==> src/design/assert_macros.svh <==
// ----------------------------------------------------------------------------
// assertion helper macros
// wraps concurrent assertions so they drop out of synthesis builds
// ----------------------------------------------------------------------------
`ifndef ASSERT_MACROS_SVH
`define ASSERT_MACROS_SVH

`ifndef SYNTHESIS

// property must hold at every clock edge outside reset
`define ASSERT_PROP(name, clk, rst, prop) \
  name: assert property (@(posedge clk) disable iff (rst) prop) \
    else $error("assertion failed");

// condition must never be seen outside reset
`define ASSERT_NEVER(name, clk, rst, cond) \
  name: assert property (@(posedge clk) disable iff (rst) !(cond)) \
    else $error("forbidden condition seen");

`else

`define ASSERT_PROP(name, clk, rst, prop)
`define ASSERT_NEVER(name, clk, rst, cond)

`endif

`endif

==> src/design/mpts_pkg.sv <==
// ----------------------------------------------------------------------------
// mpts_pkg
// shared types and constants of the memory probe test sequencer
// ----------------------------------------------------------------------------
package mpts_pkg;

  // test patterns and limits
  localparam logic [31:0] PAT_A     = 32'haa55aa55;
  localparam logic [31:0] PAT_B     = 32'h55aa55aa;
  localparam logic [31:0] MIN_START = 32'h0010_0000;
  localparam logic [31:0] MIN_GRAIN = 32'h0000_0400;

  // register reset values
  localparam logic [31:0] START_RESET    = 32'h0010_0000;
  localparam logic [31:0] GRAIN_RESET    = 32'h0000_1000;
  localparam logic [31:0] RESERVED_RESET = 32'h0000_0000;

  // register indexes
  localparam logic [1:0] REG_START    = 2'd0;
  localparam logic [1:0] REG_GRAIN    = 2'd1;
  localparam logic [1:0] REG_RESERVED = 2'd2;

  // input action codes
  localparam logic ACT_START    = 1'b0;
  localparam logic ACT_RESPONSE = 1'b1;

  // result kinds
  localparam logic [2:0] K_READ  = 3'd0;
  localparam logic [2:0] K_WRITE = 3'd1;
  localparam logic [2:0] K_DONE  = 3'd2;
  localparam logic [2:0] K_LOW   = 3'd3;
  localparam logic [2:0] K_SMALL = 3'd4;

  typedef struct packed {
    logic [31:0] start_address;
    logic [31:0] grain_size;
    logic [31:0] reserved_end;
  } cfg_t;

  typedef struct packed {
    logic [2:0]  kind;
    logic [31:0] address;
    logic [31:0] write_data;
    logic [31:0] usable_start;
    logic [31:0] usable_size;
  } res_t;

endpackage

==> src/design/mpts_cfg.sv <==
// ----------------------------------------------------------------------------
// mpts_cfg
// configuration register file, write only
// ----------------------------------------------------------------------------
module mpts_cfg (
  input  logic              clk,
  input  logic              rst,
  input  logic              cfg_we,
  input  logic [1:0]        cfg_index,
  input  logic [31:0]       cfg_data,
  output mpts_pkg::cfg_t    cfg
);
  import mpts_pkg::*;

  // register writes, unknown indexes are dropped
  always_ff @(posedge clk) begin
    if (rst) begin
      cfg.start_address <= START_RESET;
      cfg.grain_size    <= GRAIN_RESET;
      cfg.reserved_end  <= RESERVED_RESET;
    end else if (cfg_we) begin
      unique case (cfg_index)
        REG_START:    cfg.start_address <= cfg_data;
        REG_GRAIN:    cfg.grain_size    <= cfg_data;
        REG_RESERVED: cfg.reserved_end  <= cfg_data;
        default: ;
      endcase
    end
  end

endmodule

==> src/design/mpts_core.sv <==
// ----------------------------------------------------------------------------
// mpts_core
// probe sequencer state and the next-command logic for one item
// ----------------------------------------------------------------------------
module mpts_core #(
  parameter int ADDR_WIDTH = 32
) (
  input  logic           clk,
  input  logic           rst,
  input  logic           step,
  input  logic           action,
  input  logic [31:0]    read_data,
  input  mpts_pkg::cfg_t cfg,
  output logic           res_valid,
  output mpts_pkg::res_t res
);
  import mpts_pkg::*;

  // phase codes
  localparam logic [2:0] PH_IDLE    = 3'd0;
  localparam logic [2:0] PH_SAVE    = 3'd1;
  localparam logic [2:0] PH_WRITE_A = 3'd2;
  localparam logic [2:0] PH_CHECK_A = 3'd3;
  localparam logic [2:0] PH_WRITE_B = 3'd4;
  localparam logic [2:0] PH_CHECK_B = 3'd5;
  localparam logic [2:0] PH_RESTORE = 3'd6;

  // top of the tested space, capped at 4 GiB
  localparam int          TOP_SHIFT = (ADDR_WIDTH > 32) ? 32 : ADDR_WIDTH;
  localparam logic [33:0] SPACE_TOP = 34'd1 << TOP_SHIFT;

  logic [2:0]  phase, phase_next;
  logic [31:0] probe_address, probe_address_next;
  logic [31:0] saved_word, saved_word_next;
  logic        check_failed, check_failed_next;
  logic        second_probe, second_probe_next;
  logic [31:0] good_grains, good_grains_next;

  logic [33:0] start_end;
  logic [33:0] next_end;
  logic        start_fits;
  logic        next_fits;
  logic [31:0] grains_plus;
  logic [31:0] last_word;
  logic [31:0] next_base;
  logic [31:0] fin_count;
  logic [31:0] fin_size_in;
  logic [31:0] fin_diff;
  logic [31:0] fin_size;
  logic [31:0] fin_start;

  // grain fit checks against the top of the space
  assign start_end  = {2'b00, cfg.start_address} + {2'b00, cfg.grain_size};
  assign next_end   = {2'b00, probe_address} + 34'd4 + {2'b00, cfg.grain_size};
  assign start_fits = (cfg.grain_size != '0) && (start_end <= SPACE_TOP);
  assign next_fits  = (cfg.grain_size != '0) && (next_end <= SPACE_TOP);

  // grain count and addresses of the next probe
  assign grains_plus = good_grains + 32'd1;
  assign last_word   = probe_address + cfg.grain_size - 32'd4;
  assign next_base   = probe_address + 32'd4;

  // usable region, trimmed against the reserved end
  always_comb begin
    fin_count = '0;
    if (action == ACT_START) begin
      fin_count = '0;
    end else if (check_failed) begin
      fin_count = good_grains;
    end else begin
      fin_count = grains_plus;
    end
    // size uses the grain size in force now, low 32 bits
    fin_size_in = fin_count * cfg.grain_size;
    fin_diff  = cfg.reserved_end - cfg.start_address;
    fin_size  = fin_size_in;
    fin_start = cfg.start_address;
    if (cfg.start_address <= cfg.reserved_end) begin
      fin_size  = (fin_size_in > fin_diff) ? (fin_size_in - fin_diff) : '0;
      fin_start = cfg.reserved_end;
    end
  end

  // next state and result for the current item
  always_comb begin
    phase_next         = phase;
    probe_address_next = probe_address;
    saved_word_next    = saved_word;
    check_failed_next  = check_failed;
    second_probe_next  = second_probe;
    good_grains_next   = good_grains;
    res_valid          = 1'b0;
    res                = '0;

    if (action == ACT_START) begin
      phase_next = PH_IDLE;
      res_valid  = 1'b1;
      if (cfg.start_address < MIN_START) begin
        res.kind = K_LOW;
      end else if (cfg.grain_size < MIN_GRAIN) begin
        res.kind = K_SMALL;
      end else begin
        good_grains_next  = '0;
        check_failed_next = 1'b0;
        second_probe_next = 1'b0;
        saved_word_next   = '0;
        if (!start_fits) begin
          res.kind         = K_DONE;
          res.usable_start = fin_start;
          res.usable_size  = fin_size;
        end else begin
          probe_address_next = cfg.start_address;
          phase_next         = PH_SAVE;
          res.kind           = K_READ;
          res.address        = cfg.start_address;
        end
      end
    end else begin
      unique case (phase)
        PH_SAVE: begin
          saved_word_next = read_data;
          phase_next      = PH_WRITE_A;
          res_valid       = 1'b1;
          res.kind        = K_WRITE;
          res.address     = probe_address;
          res.write_data  = PAT_A;
        end
        PH_WRITE_A: begin
          phase_next  = PH_CHECK_A;
          res_valid   = 1'b1;
          res.kind    = K_READ;
          res.address = probe_address;
        end
        PH_CHECK_A: begin
          if (read_data != PAT_A) check_failed_next = 1'b1;
          phase_next     = PH_WRITE_B;
          res_valid      = 1'b1;
          res.kind       = K_WRITE;
          res.address    = probe_address;
          res.write_data = PAT_B;
        end
        PH_WRITE_B: begin
          phase_next  = PH_CHECK_B;
          res_valid   = 1'b1;
          res.kind    = K_READ;
          res.address = probe_address;
        end
        PH_CHECK_B: begin
          if (read_data != PAT_B) check_failed_next = 1'b1;
          phase_next     = PH_RESTORE;
          res_valid      = 1'b1;
          res.kind       = K_WRITE;
          res.address    = probe_address;
          res.write_data = saved_word;
        end
        PH_RESTORE: begin
          res_valid = 1'b1;
          if (check_failed) begin
            phase_next       = PH_IDLE;
            res.kind         = K_DONE;
            res.usable_start = fin_start;
            res.usable_size  = fin_size;
          end else if (!second_probe) begin
            // last word of the same grain
            second_probe_next  = 1'b1;
            probe_address_next = last_word;
            phase_next         = PH_SAVE;
            res.kind           = K_READ;
            res.address        = last_word;
          end else begin
            // grain passed, move to the next one
            second_probe_next = 1'b0;
            good_grains_next  = grains_plus;
            if (!next_fits) begin
              phase_next       = PH_IDLE;
              res.kind         = K_DONE;
              res.usable_start = fin_start;
              res.usable_size  = fin_size;
            end else begin
              probe_address_next = next_base;
              phase_next         = PH_SAVE;
              res.kind           = K_READ;
              res.address        = next_base;
            end
          end
        end
        default: ;
      endcase
    end
  end

  // control state
  always_ff @(posedge clk) begin
    if (rst) begin
      phase        <= PH_IDLE;
      check_failed <= 1'b0;
      second_probe <= 1'b0;
      good_grains  <= '0;
    end else if (step) begin
      phase        <= phase_next;
      check_failed <= check_failed_next;
      second_probe <= second_probe_next;
      good_grains  <= good_grains_next;
    end
  end

  // probe payload
  always_ff @(posedge clk) begin
    if (rst) begin
      probe_address <= '0;
      saved_word    <= '0;
    end else if (step) begin
      probe_address <= probe_address_next;
      saved_word    <= saved_word_next;
    end
  end

endmodule

==> src/design/memory_probe_test_sequencer.sv <==
// ----------------------------------------------------------------------------
// memory_probe_test_sequencer
// Memory test sequencer: a start item checks the configuration and walks
// memory grain by grain, probing the first and last word of each grain with
// save, write/check 0xaa55aa55, write/check 0x55aa55aa and restore. Each
// response item in a walk yields the next read or write command, or a done
// item with the usable region. One item is taken per cycle while the output
// is not stalled; a result passes the input register, then the result
// register. Ready on the input follows whether the result register can move
// on, so an output stall holds the input once the input register is full.
// ----------------------------------------------------------------------------
`include "assert_macros.svh"

module memory_probe_test_sequencer #(
  parameter int ADDR_WIDTH = 32
) (
  input  logic          clk,
  input  logic          rst,
  // configuration writes
  input  logic          cfg_we,
  input  logic [1:0]    cfg_index,
  input  logic [31:0]   cfg_data,
  // input items
  input  logic          s_tvalid,
  output logic          s_tready,
  input  logic [31:0]   s_tdata,   // read_data[31:0]
  input  logic          s_tuser,   // action[0]
  // result items
  output logic          m_tvalid,
  input  logic          m_tready,
  output logic [127:0]  m_tdata,   // address, write_data, usable_start, usable_size
  output logic [2:0]    m_tuser    // kind[2:0]
);
  import mpts_pkg::*;

  cfg_t        cfg;
  logic        in_valid;
  logic        in_action;
  logic [31:0] in_read_data;
  logic        advance;
  logic        step;
  logic        res_valid;
  res_t        res;
  res_t        out_res;

  // configuration registers
  mpts_cfg u_cfg (
    .clk       (clk),
    .rst       (rst),
    .cfg_we    (cfg_we),
    .cfg_index (cfg_index),
    .cfg_data  (cfg_data),
    .cfg       (cfg)
  );

  // handshake control
  assign advance  = !m_tvalid || m_tready;
  assign s_tready = !in_valid || advance;
  assign step     = in_valid && advance;

  // input register
  always_ff @(posedge clk) begin
    if (rst) begin
      in_valid <= 1'b0;
    end else if (s_tready) begin
      in_valid <= s_tvalid;
    end
  end

  always_ff @(posedge clk) begin
    if (s_tready && s_tvalid) begin
      in_action    <= s_tuser;
      in_read_data <= s_tdata;
    end
  end

  // sequencer
  mpts_core #(
    .ADDR_WIDTH (ADDR_WIDTH)
  ) u_core (
    .clk       (clk),
    .rst       (rst),
    .step      (step),
    .action    (in_action),
    .read_data (in_read_data),
    .cfg       (cfg),
    .res_valid (res_valid),
    .res       (res)
  );

  // result register
  always_ff @(posedge clk) begin
    if (rst) begin
      m_tvalid <= 1'b0;
    end else if (advance) begin
      m_tvalid <= step && res_valid;
    end
  end

  always_ff @(posedge clk) begin
    if (advance) begin
      out_res <= res;
    end
  end

  assign m_tuser = out_res.kind;
  assign m_tdata = {out_res.usable_size, out_res.usable_start,
                    out_res.write_data, out_res.address};

  // checks
  `ASSERT_NEVER(a_kind_code, clk, rst, m_tvalid && (m_tuser > K_SMALL))
  `ASSERT_PROP(a_read_no_data, clk, rst,
    (m_tvalid && (m_tuser == K_READ)) |-> (m_tdata[127:32] == '0))
  `ASSERT_PROP(a_done_no_cmd, clk, rst,
    (m_tvalid && (m_tuser == K_DONE)) |-> (m_tdata[63:0] == '0))
  `ASSERT_PROP(a_accept_loads, clk, rst,
    (s_tvalid && s_tready) |=> in_valid)

endmodule

==> config.mk <==
export PLATFORM = sky130hd
export DESIGN_NAME = memory_probe_test_sequencer
export DESIGN_NICKNAME = d
export VERILOG_FILES = /design/src/design/mpts_pkg.sv /design/src/design/mpts_cfg.sv /design/src/design/mpts_core.sv /design/src/design/memory_probe_test_sequencer.sv
export VERILOG_INCLUDE_DIRS = /design/src /design/src/design
export SDC_FILE = /design/constraint.sdc
export NUM_CORES = 2
export LEC_CHECK = 0
export BUFFER_PORTS_ARGS = -buffer_cell sky130_fd_sc_hd__buf_4
export CORE_UTILIZATION = 25
export DETAILED_ROUTE_END_ITERATION = 12
export GPL_ROUTABILITY_DRIVEN = 0
export HOLD_SLACK_MARGIN = 0.1
export PLACE_DENSITY = 0.37
export SYNTH_ARGS = -nofsm -noshare
export SYNTH_HDL_FRONTEND = slang
export SYNTH_SLANG_ARGS = --single-unit
==> constraint.sdc <==
create_clock -name clk -period 26.6 [get_ports clk]
set_input_delay 1.33 -clock clk [delete_from_list [all_inputs] [get_ports clk]]
set_output_delay 1.33 -clock clk [all_outputs]
set_load 0.05 [all_outputs]
# Word-level counts from Yosys, hierarchy flattened
# Cells that the tools add are included.
totals:
  out_inout_bits: 133
  in_bits: 72
  elab_cells: 142
  regBits: 363
classes:
  eq_ne: 21
  addsub: 9
  n_mul: 1
  reduce_logical: 24
  magnitude_cmp: 6
  mux: 63
ops:
  columns: ["cell", "n"]
  rows:
  - ["2-to-1 mux 32 bit", 26]
  - ["2-to-1 mux 64 bit", 8]
  - ["case mux 35 bit (3 select lines)", 1]
  - ["case mux 32 bit (3 select lines)", 1]
  - ["<= comparator 34 x 33 -> 1 bit, second input constant", 2]
  - ["subtractor 32 bit", 2]
  - ["2-to-1 mux 35 bit", 1]
  - ["adder 34 x 32 -> 34 bit", 1]
  - ["2-to-1 mux 34 bit", 1]
  - ["adder 32 x 3 -> 33 bit, second input constant", 1]
  - ["adder 32 x 32 -> 33 bit", 1]
  - ["adder 32 x 1 -> 32 bit, second input constant", 1]
  - ["adder 32 x 3 -> 32 bit, second input constant", 1]
  - ["adder 32 bit", 1]
  - ["greater-than comparator 32 bit", 1]
  - ["<= comparator 32 bit", 1]
  - ["< comparator 32 x 11 -> 1 bit, second input constant", 1]
  - ["< comparator 32 x 21 -> 1 bit, second input constant", 1]
  - ["multiplier 32 x 32 -> 32 bit", 1]
  - ["inequality test 32 x 31 -> 1 bit, second input constant", 1]
  - ["inequality test 32 bit, second input constant", 1]
  - ["nonzero test 32 bit", 1]
  - ["subtractor 32 x 3 -> 32 bit, second input constant", 1]
  - ["2-to-1 mux 3 bit", 8]
  - ["other kinds (28)", 59]

# Longest topological paths before layout
logic_depth:
  depth_word: 12
  depth_mapped: 45

# Modules after synthesis
# A second synthesis with hierarchy kept.
hier_totals:
  hier_cells: 4987
  area_unflattened_um2: 42787.3
by_module_without_submodules:
  columns: ["module", "n_inst", "cells_per_inst", "seq_area_each_um2", "area_per_inst_um2"]
  rows:
  - ["mpts_core", 1, 4460, 2021.9, 33880.0]
  - ["memory_probe_test_sequencer", 1, 174, 4964.8, 5008.6]
  - ["mpts_cfg", 1, 353, 1921.8, 3898.7]

# Worst setup path before layout
# Ideal clock, no wire load.
synth_path:
  path_type: "register to register"
  startpoint: "reg u_core.good_grains[0]"
  endpoint: "reg out_res (netlist bit m_tdata[100]), data pin"
  synth_period_minus_slack_ns: 11.605
  stages_incl_launch_ff: 43
  setup_time_ns: 0.266
  arrival_time_ns: 11.339
  setup_slack_ns: 14.995
  path_cell_list: "dfxtp_1 > buf_2 > nand4_4 > or4_1 > buf_2 > or4_4 > or4_4 > or4_4 > a21oi_4 > nand2_1 > fa_1 > inv_1 > fa_1 > inv_1 > fa_1 > inv_1 > fa_1 > inv_1 > [7 not listed] > xnor2_1 > xnor3_1 > xnor3_1 > xor3_1 > xnor3_1 > xnor3_1 > xnor3_1 > xnor3_1 > ha_1 > nand4_1 > nor3_1 > nand3_1 > nor3_1 > a41o_1 > nor2_1 > clkbuf_1 > a31oi_1 > nor2_1"
synth_lines:
  columns: ["item", "line", "text"]
  rows:
  - ["start, declared", "mpts_core.sv:37", "logic [31:0] good_grains, good_grains_next;"]
  - ["start signal, assigned", "mpts_core.sv:203", "good_grains <= good_grains_next;"]
  - ["end signal, assigned", "memory_probe_test_sequencer.sv:102", "out_res <= res;"]
  - ["end, declared", "memory_probe_test_sequencer.sv:44", "res_t out_res;"]

==> results.cfg <==
[detailed_routing]
antenna_left = 0
wirelength_mm = 183
routed-via-count = 37100
drc = 0
drt_first_pass_iters = 8
vias_per_cell = 5.03
wl_per_cell_um = 24.8
drt_iter0_drc = 3071

[pwr]
swShare = 0.365
vdd_drop_max_mv = 0.0501
p_leak_nw = 21.5
combPwrFrac = 0.270
finalPower_mw = 1.80
p_int_mw = 1.14
seqPwrFrac = 0.346
clockPowerShare = 0.384
p_switching_mw = 0.656
powerDensity_nw_per_um2 = 37.5

[finish]
nets = 5923
synthToLayoutAreaGrowth_pct = 13.4
finalInstanceArea_um2 = 47900
num-fill-cells = 18000
layout-drive-gt1-share = 0.0877
mostFrequentLayoutCell = nand2_1
layout_common_cells = 718 x nand2_1, 667 x inv_1, 414 x fa_1, 395 x a21oi_1, 312 x ha_1
final_util = 0.286

[timing]
final-max-slew-violation-count = 0
finalSetupViolCount = 0
finalCriticalPeriod_ns = 13.54
slew_headroom = 0.222
hold_violations = 0
fmax_mhz = 73.9
setup_tns_ns = 0
skew_ns = 0.0765
rsz0062_at_grt = no
setup_ws_ns = 13.06
worst_pin_slew_ns = 1.14
fin_crit_sh = 0.509

[setup_path]
crit_required_ns = 27.06
crit_slowest_cell = or4_1
r2r_slack_ns = 13.06
end_kind = register
crit_buf_inv = 6
criticalPathCategory = reg -> reg
cp_common_cell = fa_1
cpPeakStageDelay_ns = 0.74
critical_path.top_delay_family = adder cells
startpoint_type = register
r2r_cells = 40
reg2reg_from = u_core.good_grains[5]
worst_ep_arrival_time_ns = 14.00
crit_path_max_fanout = 17
r2r-end = m_tdata[98]

[global_routing]
grt_use_met3 = 0.0257
grtUsageTotal = 0.211
antenna_found_initial = 8
grtUsageMet2 = 0.338
grt_pass1_wl_mm = 264
grt_overflow = 0
grt_pass1_vias = 36700
busiest_layer = met2
grt_use_met1 = 0.301
grt_max_degree = 92

[synthesis]
syn_avg_cell_area_um2 = 8.35
syn_nets = 5861
yosys_warnings = 0
async_flop_share = 0
synth.area.top_cells = fa_1 20%, edfxtp_1 12%, dfxtp_1 9.4%
netlist_area_um2 = 42300
synth_cell_type_count = 91
ys_ff_latch = 363
ys_seq_area_frac = 0.211
yosys.area.top_type_share = 0.196
synthCells = 5063
synth_edf_count = 164
synthFlopType = dfxtp_1
synth_top_area_cell = fa_1

[outcome]
run_status = complete, no violations

[clock_tree]
cts_buffer_depth = 3
post_cts.repair.setup_buffers = 0
ctsHoldBuffers = 0
cts_tree = built
cts.reportedPaths.clkPinSlew_ns = 0.08
cts_buffers = 49
insertion_delay_ns = 0.71
cts_resized = 0
clockRootBuffer = clkbuf_16
h-tree-depth = 2
cts_sinks = 363

[placed_design]
numPortBuffers = 204
dp_hpwl_mm = 140
dpl-instance-area_um2 = 46300
pre_cts_slack_ns = 13.19

[floorplanning]
die_area_um2 = 171000
die_h_um = 413
start_util = 0.252
die_w_um = 413
coreArea_um2 = 168000
rows = 150
io-pin-count = 205

[min_path]
hold_start = u_core.saved_word[20]
min_path_cells = 2
hold_path_end = u_core.saved_word[20]
hp-class = reg -> reg

[job]
drv_cap = 0
-- power groups by stage --
stage | registers [mW] | logic [mW] | clock network, mW
after CTS | 0.623 | 0.483 | 0.710
after global routing | 0.625 | 0.524 | 0.729
after global placement | 0.635 | 0.484 | 0
after floorplan | 0.653 | 0.288 | 0
after detailed placement | 0.635 | 0.481 | 0
final | 0.623 | 0.486 | 0.690
-- worst register-to-register path, delay by kind of cell, from the launching register on --
family                   cells  cell delay (ns)
adder cells (fa/ha/maj)      9             4.31
AND/OR/NAND/NOR             12             3.87
XOR/XNOR                    10             3.34
AO/OA/AOI/OAI                3             0.71
buffers and inverters        6             0.64
flip-flops                   1             0.45
-- cells in the mapped netlist (all sizes together), types with 10 or more instances --
library cell	instances
or3	22
o21ai	148
clkbuf	264
xor2	61
and2	87
o211ai	18
nand4	59
o2111ai	10
a31o	15
o31ai	24
fa	414
and3	222
nand2b	43
mux2i	19
a2111oi	12
nand2	718
nor2b	24
a22oi	33
a31oi	36
nor4	38
and4	13
or4	21
xnor2	147
inv	670
ha	312
nor3	104
edfxtp	164
xnor3	12
a21oi	402
o21a	49
o2bb2ai	34
a21o	87
o41ai	14
o21bai	27
nor2	165
a211oi	26
o31a	11
o221ai	10
buf	36
dfxtp	199
nand3	134
or2	13
-- metal layers --
| metal | share of wire | vias to the layer above |
|---|---|---|
| met3 | 0.049 | 166 |
| li1 | - | 17400 |
| met4 | 0.022 | 4 |
| met5 | 0.00013 | - |
| met2 | 0.45 | 1026 |
| met1 | 0.47 | 18500 |
-- worst max-delay path by stage --
stage | start | end | depth (start not counted)
after CTS | u_core.good_grains[5] | m_tdata[98] | 40
after floorplan | u_core.good_grains[0] | m_tdata[100] | 42
final | u_core.good_grains[5] | m_tdata[98] | 40
after detailed placement | u_core.good_grains[5] | m_tdata[98] | 40
after global placement | u_core.good_grains[5] | m_tdata[105] | 40
after global routing | u_core.good_grains[5] | m_tdata[102] | 40
-- flip-flops by register name (all words and copies together) (netlist names) --
name and count:
in_read_data 32, in_action 1, u_core.saved_word 32, u_core.check_failed 1, u_core.phase 3, u_core.second_probe 1
m_tvalid 1, m_tuser 3, in_valid 1, u_core.good_grains 32, m_tdata 128, u_cfg.cfg 96
u_core.probe_address 32
-- logic make-up (layout without fill, tap and decap cells) --
kind of cell / count (synthesis) / after routing / synth area share
AOI/OAI and AO/OA: 1052 / 1052 / 0.161
xor gates and xnor gates: 221 / 221 / 0.0500
adders and majority gates: 726 / 726 / 0.288
buffers and inverters: 971 / 1074 / 0.0868
DFF: 363 / 363 / 0.211
muxes: 23 / 23 / 0.00556
other: 0 / 5 / 0
and+or+nand+nor: 1707 / 1707 / 0.198
-- cell type report --
class                           instances  area, um^2  share of cell area
Sequential cell                       363        8910               0.186
Inverter                              671        2520              0.0527
Timing Repair Buffer                  311        2340              0.0488
Clock buffer                           69        1360              0.0284
Multi-Input combinational cell       3729       29800               0.621
Antenna cell                            5        12.5            0.000261
Clock inverter                         23         254             0.00530
Tap cell                             2204        2760              0.0575
-- metrics by stage --
step	hold slack (ns)	instances
after floorplan	0.432	5063
after global placement	0.440	7278
after detailed placement	0.443	7278
after CTS	0.452	7370
after global routing	0.467	7370
final	0.448	7375
Note: power is estimated with default switching activity, not from simulation.
